===== src/rtl/fsc_pkg.sv =====
// Shared types and constants of the feedback sensor change decoder.
// Used by the parser, the sensor store, the change emitter and the top level.
package fsc_pkg;

  // Number of eight-bit feedback modules kept in the sensor store.
  localparam int unsigned MODULE_COUNT = 64;
  localparam int unsigned ADDR_W       = (MODULE_COUNT > 1) ? $clog2(MODULE_COUNT) : 1;
  // Module index range reachable from a reply (pair base plus one).
  localparam int unsigned MOD_W        = 9;
  localparam int unsigned BYTE_W       = 8;
  localparam int unsigned PIN_W        = 10;
  localparam int unsigned POS_W        = 4;

  // Parse phase of the reply.
  typedef enum logic [1:0] {
    PH_MODULE = 2'd0,
    PH_DATA0  = 2'd1,
    PH_DATA1  = 2'd2,
    PH_DONE   = 2'd3
  } phase_e;

  // Store access requested by one accepted byte.
  typedef struct packed {
    logic              hit;
    logic [ADDR_W-1:0] addr;
    logic [BYTE_W-1:0] data;
  } req_t;

  // A module byte that changed, with the mask of changed bits.
  typedef struct packed {
    logic [ADDR_W-1:0] addr;
    logic [BYTE_W-1:0] data;
    logic [BYTE_W-1:0] mask;
  } item_t;

endpackage


===== src/rtl/fsc_parser.sv =====
// Reply parser: tracks the parse phase and the module pair base.
// Depends on fsc_pkg for the phase enum and the store request struct.
module fsc_parser
  import fsc_pkg::*;
(
  input  logic              clk_i,
  input  logic              rst_ni,
  input  logic              accept_i,
  input  logic [BYTE_W-1:0] byte_i,
  input  logic              start_i,
  output req_t              req_o
);

  phase_e           phase_q, phase_d;
  phase_e           phase_cur;
  logic [MOD_W-1:0] base_q, base_d;
  logic [MOD_W-1:0] module_idx;
  logic [BYTE_W-1:0] byte_m1;

  // A start flag restarts parsing with this byte.
  assign phase_cur = start_i ? PH_MODULE : phase_q;
  assign byte_m1   = byte_i - BYTE_W'(1);

  // Next phase and pair base.
  always_comb begin
    phase_d = phase_q;
    base_d  = base_q;
    if (accept_i) begin
      case (phase_cur)
        PH_MODULE: begin
          if (byte_i == '0) begin
            phase_d = PH_DONE;
          end else begin
            phase_d = PH_DATA0;
            base_d  = {byte_m1, 1'b0};
          end
        end
        PH_DATA0: phase_d = PH_DATA1;
        PH_DATA1: phase_d = PH_MODULE;
        default:  phase_d = PH_DONE;
      endcase
    end
  end

  // The pair base is even, so the second module just sets bit zero.
  assign module_idx = (phase_cur == PH_DATA1) ? {base_q[MOD_W-1:1], 1'b1} : base_q;

  // Store request for data bytes that land inside the store.
  always_comb begin
    req_o.hit  = ((phase_cur == PH_DATA0) || (phase_cur == PH_DATA1)) &&
                 ({1'b0, module_idx} < (MOD_W+1)'(MODULE_COUNT));
    req_o.addr = module_idx[ADDR_W-1:0];
    req_o.data = byte_i;
  end

  always_ff @(posedge clk_i or negedge rst_ni) begin
    if (!rst_ni) begin
      phase_q <= PH_MODULE;
      base_q  <= '0;
    end else begin
      phase_q <= phase_d;
      base_q  <= base_d;
    end
  end

endmodule


===== src/rtl/fsc_store.sv =====
// Sensor store: module byte memory with read-modify-write and forwarding.
// Depends on fsc_pkg; hands changed bytes to the change emitter.
module fsc_store
  import fsc_pkg::*;
(
  input  logic  clk_i,
  input  logic  rst_ni,
  input  logic  accept_i,
  input  req_t  req_i,
  output logic  ready_o,
  output logic  push_o,
  output item_t item_o,
  input  logic  emit_ready_i
);

  logic [BYTE_W-1:0]       mem_q [MODULE_COUNT];
  logic [MODULE_COUNT-1:0] vld_q;
  logic                    a_valid_q;
  logic [ADDR_W-1:0]       a_addr_q;
  logic [BYTE_W-1:0]       a_data_q;
  logic [BYTE_W-1:0]       rd_q;
  logic                    rv_q;
  logic                    fwd_q;
  logic [BYTE_W-1:0]       fwd_data_q;
  logic [BYTE_W-1:0]       old_byte;
  logic [BYTE_W-1:0]       diff;
  logic                    retire;
  logic                    rd_en;
  logic                    same_entry;

  // Old byte: forwarded write, stored byte, or zero for an entry never written.
  assign old_byte = fwd_q ? fwd_data_q : (rv_q ? rd_q : '0);
  assign diff     = old_byte ^ a_data_q;

  // The stage retires when unchanged or when the emitter takes it.
  assign retire     = a_valid_q && ((diff == '0) || emit_ready_i);
  assign ready_o    = !a_valid_q || retire;
  assign rd_en      = accept_i && req_i.hit;
  assign same_entry = retire && (a_addr_q == req_i.addr);

  assign push_o      = retire && (diff != '0);
  assign item_o.addr = a_addr_q;
  assign item_o.data = a_data_q;
  assign item_o.mask = diff;

  // Memory write on retire and registered read on accept.
  always_ff @(posedge clk_i) begin
    if (retire) begin
      mem_q[a_addr_q] <= a_data_q;
    end
    if (rd_en) begin
      rd_q       <= mem_q[req_i.addr];
      fwd_data_q <= a_data_q;
    end
  end

  // Per-entry written flags and the read stage.
  always_ff @(posedge clk_i or negedge rst_ni) begin
    if (!rst_ni) begin
      vld_q     <= '0;
      a_valid_q <= 1'b0;
      a_addr_q  <= '0;
      a_data_q  <= '0;
      rv_q      <= 1'b0;
      fwd_q     <= 1'b0;
    end else begin
      if (retire) begin
        vld_q[a_addr_q] <= 1'b1;
      end
      if (rd_en) begin
        rv_q     <= vld_q[req_i.addr];
        fwd_q    <= same_entry;
        a_addr_q <= req_i.addr;
        a_data_q <= req_i.data;
      end
      if (ready_o) begin
        a_valid_q <= rd_en;
      end
    end
  end

`ifndef ASSERT_OFF
  a_hold: assert property (@(posedge clk_i) disable iff (!rst_ni)
    a_valid_q && !retire |=> a_valid_q && $stable(a_addr_q) && $stable(a_data_q))
    else $error("read stage changed while stalled");
  push_ok: assert property (@(posedge clk_i) disable iff (!rst_ni)
    push_o |-> emit_ready_i && a_valid_q)
    else $error("change pushed to a busy emitter");
`endif

endmodule


===== src/rtl/fsc_emitter.sv =====
// Change emitter: sends one changed pin per cycle while the output is ready, most significant bit first.
// Depends on fsc_pkg for the changed-byte item struct.
module fsc_emitter
  import fsc_pkg::*;
(
  input  logic             clk_i,
  input  logic             rst_ni,
  input  logic             push_i,
  input  item_t            item_i,
  output logic             ready_o,
  output logic             valid_o,
  input  logic             take_i,
  output logic [PIN_W-1:0] pin_o,
  output logic             level_o,
  output logic             last_o
);

  logic              b_valid_q;
  logic [ADDR_W-1:0] addr_q;
  logic [BYTE_W-1:0] data_q;
  logic [BYTE_W-1:0] mask_q, mask_d;
  logic [BYTE_W-1:0] top_bit;
  logic [2:0]        top_idx;
  logic [POS_W-1:0]  pos;
  logic              done;

  // Pick the highest changed bit still pending.
  always_comb begin
    top_idx = '0;
    top_bit = '0;
    for (int i = 0; i < BYTE_W; i++) begin
      if (mask_q[i]) begin
        top_idx = 3'(i);
      end
    end
    top_bit[top_idx] = 1'b1;
  end

  // Bit seven is position one, bit zero is position eight.
  assign pos     = POS_W'(BYTE_W) - POS_W'(top_idx);
  assign mask_d  = mask_q & ~top_bit;
  assign last_o  = (mask_d == '0);
  assign level_o = data_q[top_idx];
  assign pin_o   = PIN_W'({addr_q, 3'b000}) + PIN_W'(pos);
  assign valid_o = b_valid_q;
  assign done    = take_i && last_o;
  assign ready_o = !b_valid_q || done;

  always_ff @(posedge clk_i or negedge rst_ni) begin
    if (!rst_ni) begin
      b_valid_q <= 1'b0;
      addr_q    <= '0;
      data_q    <= '0;
      mask_q    <= '0;
    end else begin
      if (push_i) begin
        b_valid_q <= 1'b1;
        addr_q    <= item_i.addr;
        data_q    <= item_i.data;
        mask_q    <= item_i.mask;
      end else if (take_i) begin
        mask_q <= mask_d;
        if (last_o) begin
          b_valid_q <= 1'b0;
        end
      end
    end
  end

`ifndef ASSERT_OFF
  mask_live: assert property (@(posedge clk_i) disable iff (!rst_ni)
    b_valid_q |-> mask_q != '0)
    else $error("emitter holds an empty change mask");
  one_per_take: assert property (@(posedge clk_i) disable iff (!rst_ni)
    take_i && !last_o |=> b_valid_q &&
      ($countones(mask_q) + 1 == $countones($past(mask_q))))
    else $error("emitter did not retire exactly one change");
`endif

endmodule


===== src/rtl/feedback_sensor_change_decoder.sv =====
// Feedback sensor change decoder: top level joining parser, store and emitter.
// Latency: a changed byte is registered in the store's read stage and then in the emitter before its first pin.
// Throughput: one byte per cycle while the store is not stalled; a byte with k changed bits holds the emitter
// until its k pins are sent, one pin per cycle while the output is ready, which sets the sustained rate.
// Reset: asynchronous, active low; the parser expects a module number and the
// store reads as all zero through per-module written flags, with no clearing pass.
module feedback_sensor_change_decoder
  import fsc_pkg::*;
(
  input  logic        clk_i,
  input  logic        rst_ni,
  input  logic        s_axis_tvalid_i,
  output logic        s_axis_tready_o,
  input  logic [7:0]  s_axis_tdata_i,   // [7:0] reply_byte
  input  logic        s_axis_tuser_i,   // [0] reply_start
  output logic        m_axis_tvalid_o,
  input  logic        m_axis_tready_i,
  output logic [15:0] m_axis_tdata_o,   // [9:0] pin_number, [10] pin_level, zero fill
  output logic        m_axis_tlast_o    // last_change
);

  req_t             req;
  item_t            item;
  logic             accept;
  logic             push;
  logic             emit_ready;
  logic             take;
  logic [PIN_W-1:0] pin;
  logic             level;

  // Transactions on both sides.
  assign accept = s_axis_tvalid_i && s_axis_tready_o;
  assign take   = m_axis_tvalid_o && m_axis_tready_i;

  fsc_parser u_parser (
    .clk_i    (clk_i),
    .rst_ni   (rst_ni),
    .accept_i (accept),
    .byte_i   (s_axis_tdata_i),
    .start_i  (s_axis_tuser_i),
    .req_o    (req)
  );

  fsc_store u_store (
    .clk_i        (clk_i),
    .rst_ni       (rst_ni),
    .accept_i     (accept),
    .req_i        (req),
    .ready_o      (s_axis_tready_o),
    .push_o       (push),
    .item_o       (item),
    .emit_ready_i (emit_ready)
  );

  fsc_emitter u_emitter (
    .clk_i   (clk_i),
    .rst_ni  (rst_ni),
    .push_i  (push),
    .item_i  (item),
    .ready_o (emit_ready),
    .valid_o (m_axis_tvalid_o),
    .take_i  (take),
    .pin_o   (pin),
    .level_o (level),
    .last_o  (m_axis_tlast_o)
  );

  // Pack the result fields, lowest first.
  assign m_axis_tdata_o = {5'b0, level, pin};

endmodule


===== config.mk =====
export PLATFORM = sky130hd
export DESIGN_NAME = feedback_sensor_change_decoder
export DESIGN_NICKNAME = d
export VERILOG_FILES = /design/src/rtl/fsc_pkg.sv /design/src/rtl/fsc_parser.sv /design/src/rtl/fsc_store.sv /design/src/rtl/fsc_emitter.sv /design/src/rtl/feedback_sensor_change_decoder.sv
export SDC_FILE = /design/constraint.sdc
export NUM_CORES = 1
export LEC_CHECK = 0
export CORE_UTILIZATION = 54
export DETAILED_ROUTE_END_ITERATION = 16
export DONT_BUFFER_PORTS = 1
export GPL_TIMING_DRIVEN = 0
export PLACE_DENSITY_LB_ADDON = 0.12
export SKIP_CTS_REPAIR_TIMING = 1
export SLEW_MARGIN = 40
export SYNTH_ARGS = -nofsm -noshare
export SYNTH_HDL_FRONTEND = slang
export SYNTH_SLANG_ARGS = --single-unit

===== constraint.sdc =====
create_clock -name clk_i -period 10.3 [get_ports clk_i]
set_clock_uncertainty 0.05 [all_clocks]
set_input_delay 1.545 -clock clk_i [delete_from_list [all_inputs] [get_ports clk_i]]
set_output_delay 1.545 -clock clk_i [all_outputs]
set_load 0.02 [all_outputs]

==> Word level (Yosys, flattened, before mapping) <==
Memories as Yosys holds them, arrays and structs flattened. A register that Yosys moved wholly into a read port is not among the register bits.
Index checks and enable logic that the tools add are counted.
{ "classes": {"add_sub_neg": 3, "n_lt_le_gt_ge": 6, "n_eq_ne": 3, "n_mux": 28, "bitwise": 5, "n_reduce_logical": 25} }
{ "ops": {"columns": ["cell", "n"], "rows": [
  ["bitwise OR 64 bit", 1],
  ["2-to-1 mux 8 bit", 4],
  ["zero test 8 bit", 3],
  ["2-to-1 mux 3 bit", 5],
  ["less-than comparator 6 x 7 -> 1 bit (second input constant)", 2],
  ["2-to-1 mux 1 bit", 11],
  ["adder 9 x 4 -> 10 bit", 1],
  ["logical AND 1 bit", 10],
  ["less-than comparator 9 x 7 -> 1 bit (second input constant)", 1],
  ["AND 8 bit", 1],
  ["inverter 8 bit", 1],
  ["nonzero test 8 bit", 1],
  ["subtractor 8 x 1 -> 8 bit (second input constant)", 1],
  ["bitwise XOR 8 bit", 1],
  ["binary-select mux 1 bit (select 6 bit)", 1],
  ["demux 1 bit (select 6 bit)", 1],
  ["equality test 6 bit", 1],
  [">= comparator 6 x 1 -> 1 bit (second input constant)", 1],
  ["2-to-1 mux 2 bit", 3],
  ["case mux 2 bit (3 select lines)", 1],
  ["logical OR 1 bit", 4],
  ["less-than comparator 3 x 4 -> 1 bit (second input constant)", 1],
  ["nonzero test 2 bit", 2],
  ["subtractor 4 x 3 -> 4 bit (first input constant)", 1],
  ["10 further kinds", 11]
]} }
{ "totals": {"reg_bits": 122, "ram_bits": 512, "in_bits": 13, "out_inout_bits": 19, "elab_cells": 84, "mem_count": 1} }
{ "mem_list": {"columns": ["memory", "depth", "width", "read_ports", "rd_ports_with_merged_regs", "wr", "line_no", "rtl"], "rows": [
  ["u_store.mem_q", 64, 8, 1, 1, 1, "fsc_store.sv:16", "logic [BYTE_W-1:0] mem_q [MODULE_COUNT];"]
]} }

==> Logic depth before layout (Yosys ltp) <==
{ "depth": {"word_depth": 21, "depth_mapped": 11, "mapped_depth_nobuf": 8} }

==> By module <==
A second synthesis with hierarchy kept.
{ "hier_totals": {"hier_cells": 1507, "hier_area_um2": 26534.2} }
{ "modules_own_cells": {"columns": ["module", "instances", "cells_each", "area_each_um2", "seq_area_each_um2"], "rows": [
  ["fsc_store", 1, 1299, 24445.9, 17882.2],
  ["fsc_emitter", 1, 123, 1255.0, 575.6],
  ["fsc_parser", 1, 76, 772.0, 250.2],
  ["feedback_sensor_change_decoder", 1, 9, 61.3, 0.0]
]} }

==> Worst setup path after synthesis <==
Ideal clock, no wire load.
{ "synth_timing": {"path_kind": "input-to-reg", "from": "input s_axis_tuser_i", "to": "register u_store.rd_q[0] (read register of u_store.mem_q), data pin", "setup_time_ns": 0.272, "t_arrival_ns": 4.150, "t_required_ns": 9.978, "setup_slack_ns": 5.829, "stages": 7, "path_buffers": 2, "cell_sequence": "nor2b_1 -> ha_1 -> clkbuf_1 -> buf_1 -> mux4_2 -> mux4_2 -> mux4_2"} }
{ "synth_rtl": {"columns": ["element", "line_no", "rtl"], "rows": [
  ["start: declaration", "feedback_sensor_change_decoder.sv:15", "input logic s_axis_tuser_i,"],
  ["end: declaration", "fsc_store.sv:21", "logic [BYTE_W-1:0] rd_q;"]
]} }

==> results_dict.tcl <==
set metrics [dict create \
    drive_gt1_frac 0.309 \
    drt-initial-drc-count 1277 \
    wl_met2_um 28400 \
    reg2regPathDepth 9 \
    wl_per_cell_um 28.5 \
    die_w_um 222 \
    period_share 0.451 \
    worst_path_most_repeated_cell "mux4_2" \
    n_antenna_cell 0 \
    drt_first_pass_iters 5 \
    grt_pass1_vias 13000 \
    max_stage_delay_ps 680 \
    p_switching_mw 2.47 \
    vdd_drop_max_uv 189 \
    regArea_mm2 0.0187 \
    start_util 0.548 \
    worst_setup_path_end_kind "register" \
    async_reset_ff_frac 0.178 \
    p_leak_nw 9.69 \
    grt_pass1_wl_um 87000 \
    critPathBufInv 2 \
    die_area_mm2 0.0493 \
    fin_tns_setup_ps 0 \
    critPathKind "input pin to register" \
    finalPower_mw 7.85 \
    htreeDepth 3 \
    cp.arrival_ps 4920 \
    yosys_register_bits 642 \
    crit_fanout 10 \
    cts_made_buffers 67 \
    clock_latency_ps 610 \
    clock.fmax_mhz 215 \
    cts_num_sinks 642 \
    switching_share 0.314 \
    n_fill_cell 3327 \
    totalWireLength_um 58700 \
    post_synth_fa_ha_maj_area_fraction 0.00335 \
    cap_violations 0 \
    synth_compound_area_frac 0.0256 \
    drv_slew 0 \
    power_density_mw_per_mm2 266 \
    wl_met1_um 25900 \
    port_buffers 0 \
    coreArea_mm2 0.0477 \
    crit_path_start "s_axis_tuser_i" \
    synth.mux.area_fraction 0.175 \
    antenna_found_initial 3 \
    crit_family "multiplexers" \
    grt_use_total 0.245 \
    post-synth-top-count-cell "edfxtp_1" \
    layout_setup_ws_ps 5660 \
    crit_slowest_cell "clkbuf_1" \
    synthFlopType "edfxtp_1" \
    cts_tree "built" \
    maxSlewHeadroom 0.407 \
    synth-xor-area-share 0.00569 \
    fin_nets 1411 \
    multi_input_area_mm2 0.00720 \
    hold_violations 0 \
    cp_num_cells 7 \
    gp_congestion 0.880 \
    status "completed" \
    r2r_slack_ps 6190 \
    dp_hpwl_um 39900 \
    syn_area_mm2 0.0262 \
    wl_met3_um 3250 \
    synthToLayoutAreaGrowth_pct 12.7 \
    setup_viol_count_final 0 \
    synthTopCellsByArea "edfxtp_1, mux4_2, dfrtp_1" \
    die_height_um 222 \
    via_per_inst 6.30 \
    io_pins 32 \
    grt_remaining_overflow 0 \
    yosysWarnings 0 \
    synth_top_cell_area_share 0.606 \
    grt_max_degree 115 \
    rsz0062_at_grt "no" \
    hold_path_class "register to register" \
    synth_top_family_by_area "multiplexers" \
    top_layer_used "met5" \
    row_count 80 \
    netlist_top_cells_count "edfxtp_1, mux4_2, dfrtp_1" \
    postSynthAreaPerCell_um2 20.2 \
    clk_pin_slew_worst_paths_ps 60 \
    worst_pin_slew_ps 886 \
    root_buffer "clkbuf_16" \
    dr_total_vias 13000 \
    p_comb_frac 0.264 \
    synth_cell_types 65 \
    cp_cell_sequence "nor2b_1, ha_1, clkbuf_1, buf_2, mux4_2, mux4_2, mux4_2" \
    route.detailed.drc 0 \
    pwr-share-seq 0.444 \
    clock_path_buffers 3 \
    r2r_start "u_emitter.mask_q[4]$_DFFE_PN0P_" \
    synth_edf_count 528 \
    cp-endpoint "u_store.rd_q[6]$_DFFE_PP_" \
    min_period_ps 4640 \
    startpoint_type "input pin" \
    p_clk_frac 0.292 \
    dp_slack_ps 5050 \
    seq_area_frac_synth 0.715 \
    synthSimpleGateAreaFrac 0.0580 \
    rr_endpoint "u_store.mem_q[24][4]$_DFFE_PP_" \
    ant_nets 0 \
    synthCells 1294 \
    cp.required_ps 10580 \
    internal-power_mw 5.38 \
    synth_top_area_cell "edfxtp_1" \
]
power groups by stage:
stage          clock (mW)  combinational (mW)  sequential [mW]
3_3_place_gp            0                1.78             3.70
3_5_place_dp            0                2.07             3.54
4_1_cts              2.32                2.08             3.49
6_report             2.29                2.07             3.49
5_1_grt              2.41                2.19             3.51
2_1_floorplan           0                1.29             3.51
cell usage in the layout (no fill, tap or decap), types with 17 or more instances in the layout:
| cell type | synthesis | layout |
|---|---|---|
| o21bai_1 | 26 | 26 |
| mux4_2 | 184 | 184 |
| clkbuf_1 | 46 | 59 |
| edfxtp_1 | 528 | 528 |
| nand3_1 | 19 | 18 |
| buf_2 | 8 | 34 |
| clkbuf_16 | 0 | 69 |
| dfrtp_1 | 114 | 106 |
| mux2_2 | 36 | 36 |
| nor2_2 | 1 | 17 |
| or2_1 | 40 | 40 |
| nor2_1 | 48 | 32 |
state kept, by name, indices dropped and copies added, names as in the netlist:
signal and cells:
u_store.rv_q 1, u_store.a_data_q 8, u_store.fwd_data_q 8, u_store.mem_q 512, u_store.vld_q 64, u_store.fwd_q 1, u_parser.phase_q 2, u_emitter.mask_q 8
u_store.a_addr_q 6, u_emitter.addr_q 6, u_store.rd_q 8, u_parser.base_q 8, u_emitter.valid_o 1, u_store.a_valid_q 1, u_emitter.data_q 8
cell families (layout without fill, tap and decap cells):
kind of cell               after synthesis  after routing
adders and majority gates                7              7
and+or+nand+nor                        219            219
other                                    1              5
buffers and inverters                   94            238
AOI/OAI and AO/OA                       91             91
muxes                                  223            223
xor gates and xnor gates                17             17
DFF                                    642            642
layer usage:
layer / track usage / up-vias
li1: - / 5488
met1: 0.363 / 6947
met2: 0.384 / 431
met3: 0.0355 / 82
met4: 0.0724 / 2
met5: 0 / -
worst min-delay path by stage:
stage,end,cells past startpoint,slack (ps),start
after floorplan,u_store.vld_q[14]$_DFFE_PN0N_,1,380,u_store.vld_q[14]$_DFFE_PN0N_
after global placement,u_store.vld_q[15]$_DFFE_PN0N_,1,390,u_store.vld_q[15]$_DFFE_PN0N_
after detailed placement,u_store.vld_q[46]$_DFFE_PN0N_,1,400,u_store.vld_q[46]$_DFFE_PN0N_
after CTS,u_store.vld_q[35]$_DFFE_PN0N_,1,410,u_store.vld_q[35]$_DFFE_PN0N_
after global routing,u_store.vld_q[14]$_DFFE_PN0N_,1,430,u_store.vld_q[14]$_DFFE_PN0N_
final,u_store.vld_q[54]$_DFFE_PN0N_,1,410,u_store.vld_q[54]$_DFFE_PN0N_
stage by stage:
step	util	cells	instance area [um^2]	hold slack, ps
after CTS	0.617	2056	29400	412
after global placement	0.564	1913	26900	391
after floorplan	-	1298	26200	378
after detailed placement	0.574	1936	27400	397
final	0.617	2057	29500	412
after global routing	0.617	2057	29500	425
layout make-up:
| class | instances | share of cell area |
|---|---|---|
| clock buffer | 96 | 0.0630 |
| sequential | 642 | 0.636 |
| clock inverter | 24 | 0.00662 |
| multi-input combinational | 562 | 0.244 |
| buffer | 85 | 0.0146 |
| inverter | 9 | 0.00115 |
| timing repair buffer | 24 | 0.00849 |
| tap | 615 | 0.0261 |
(Power assumes the default switching activity.)
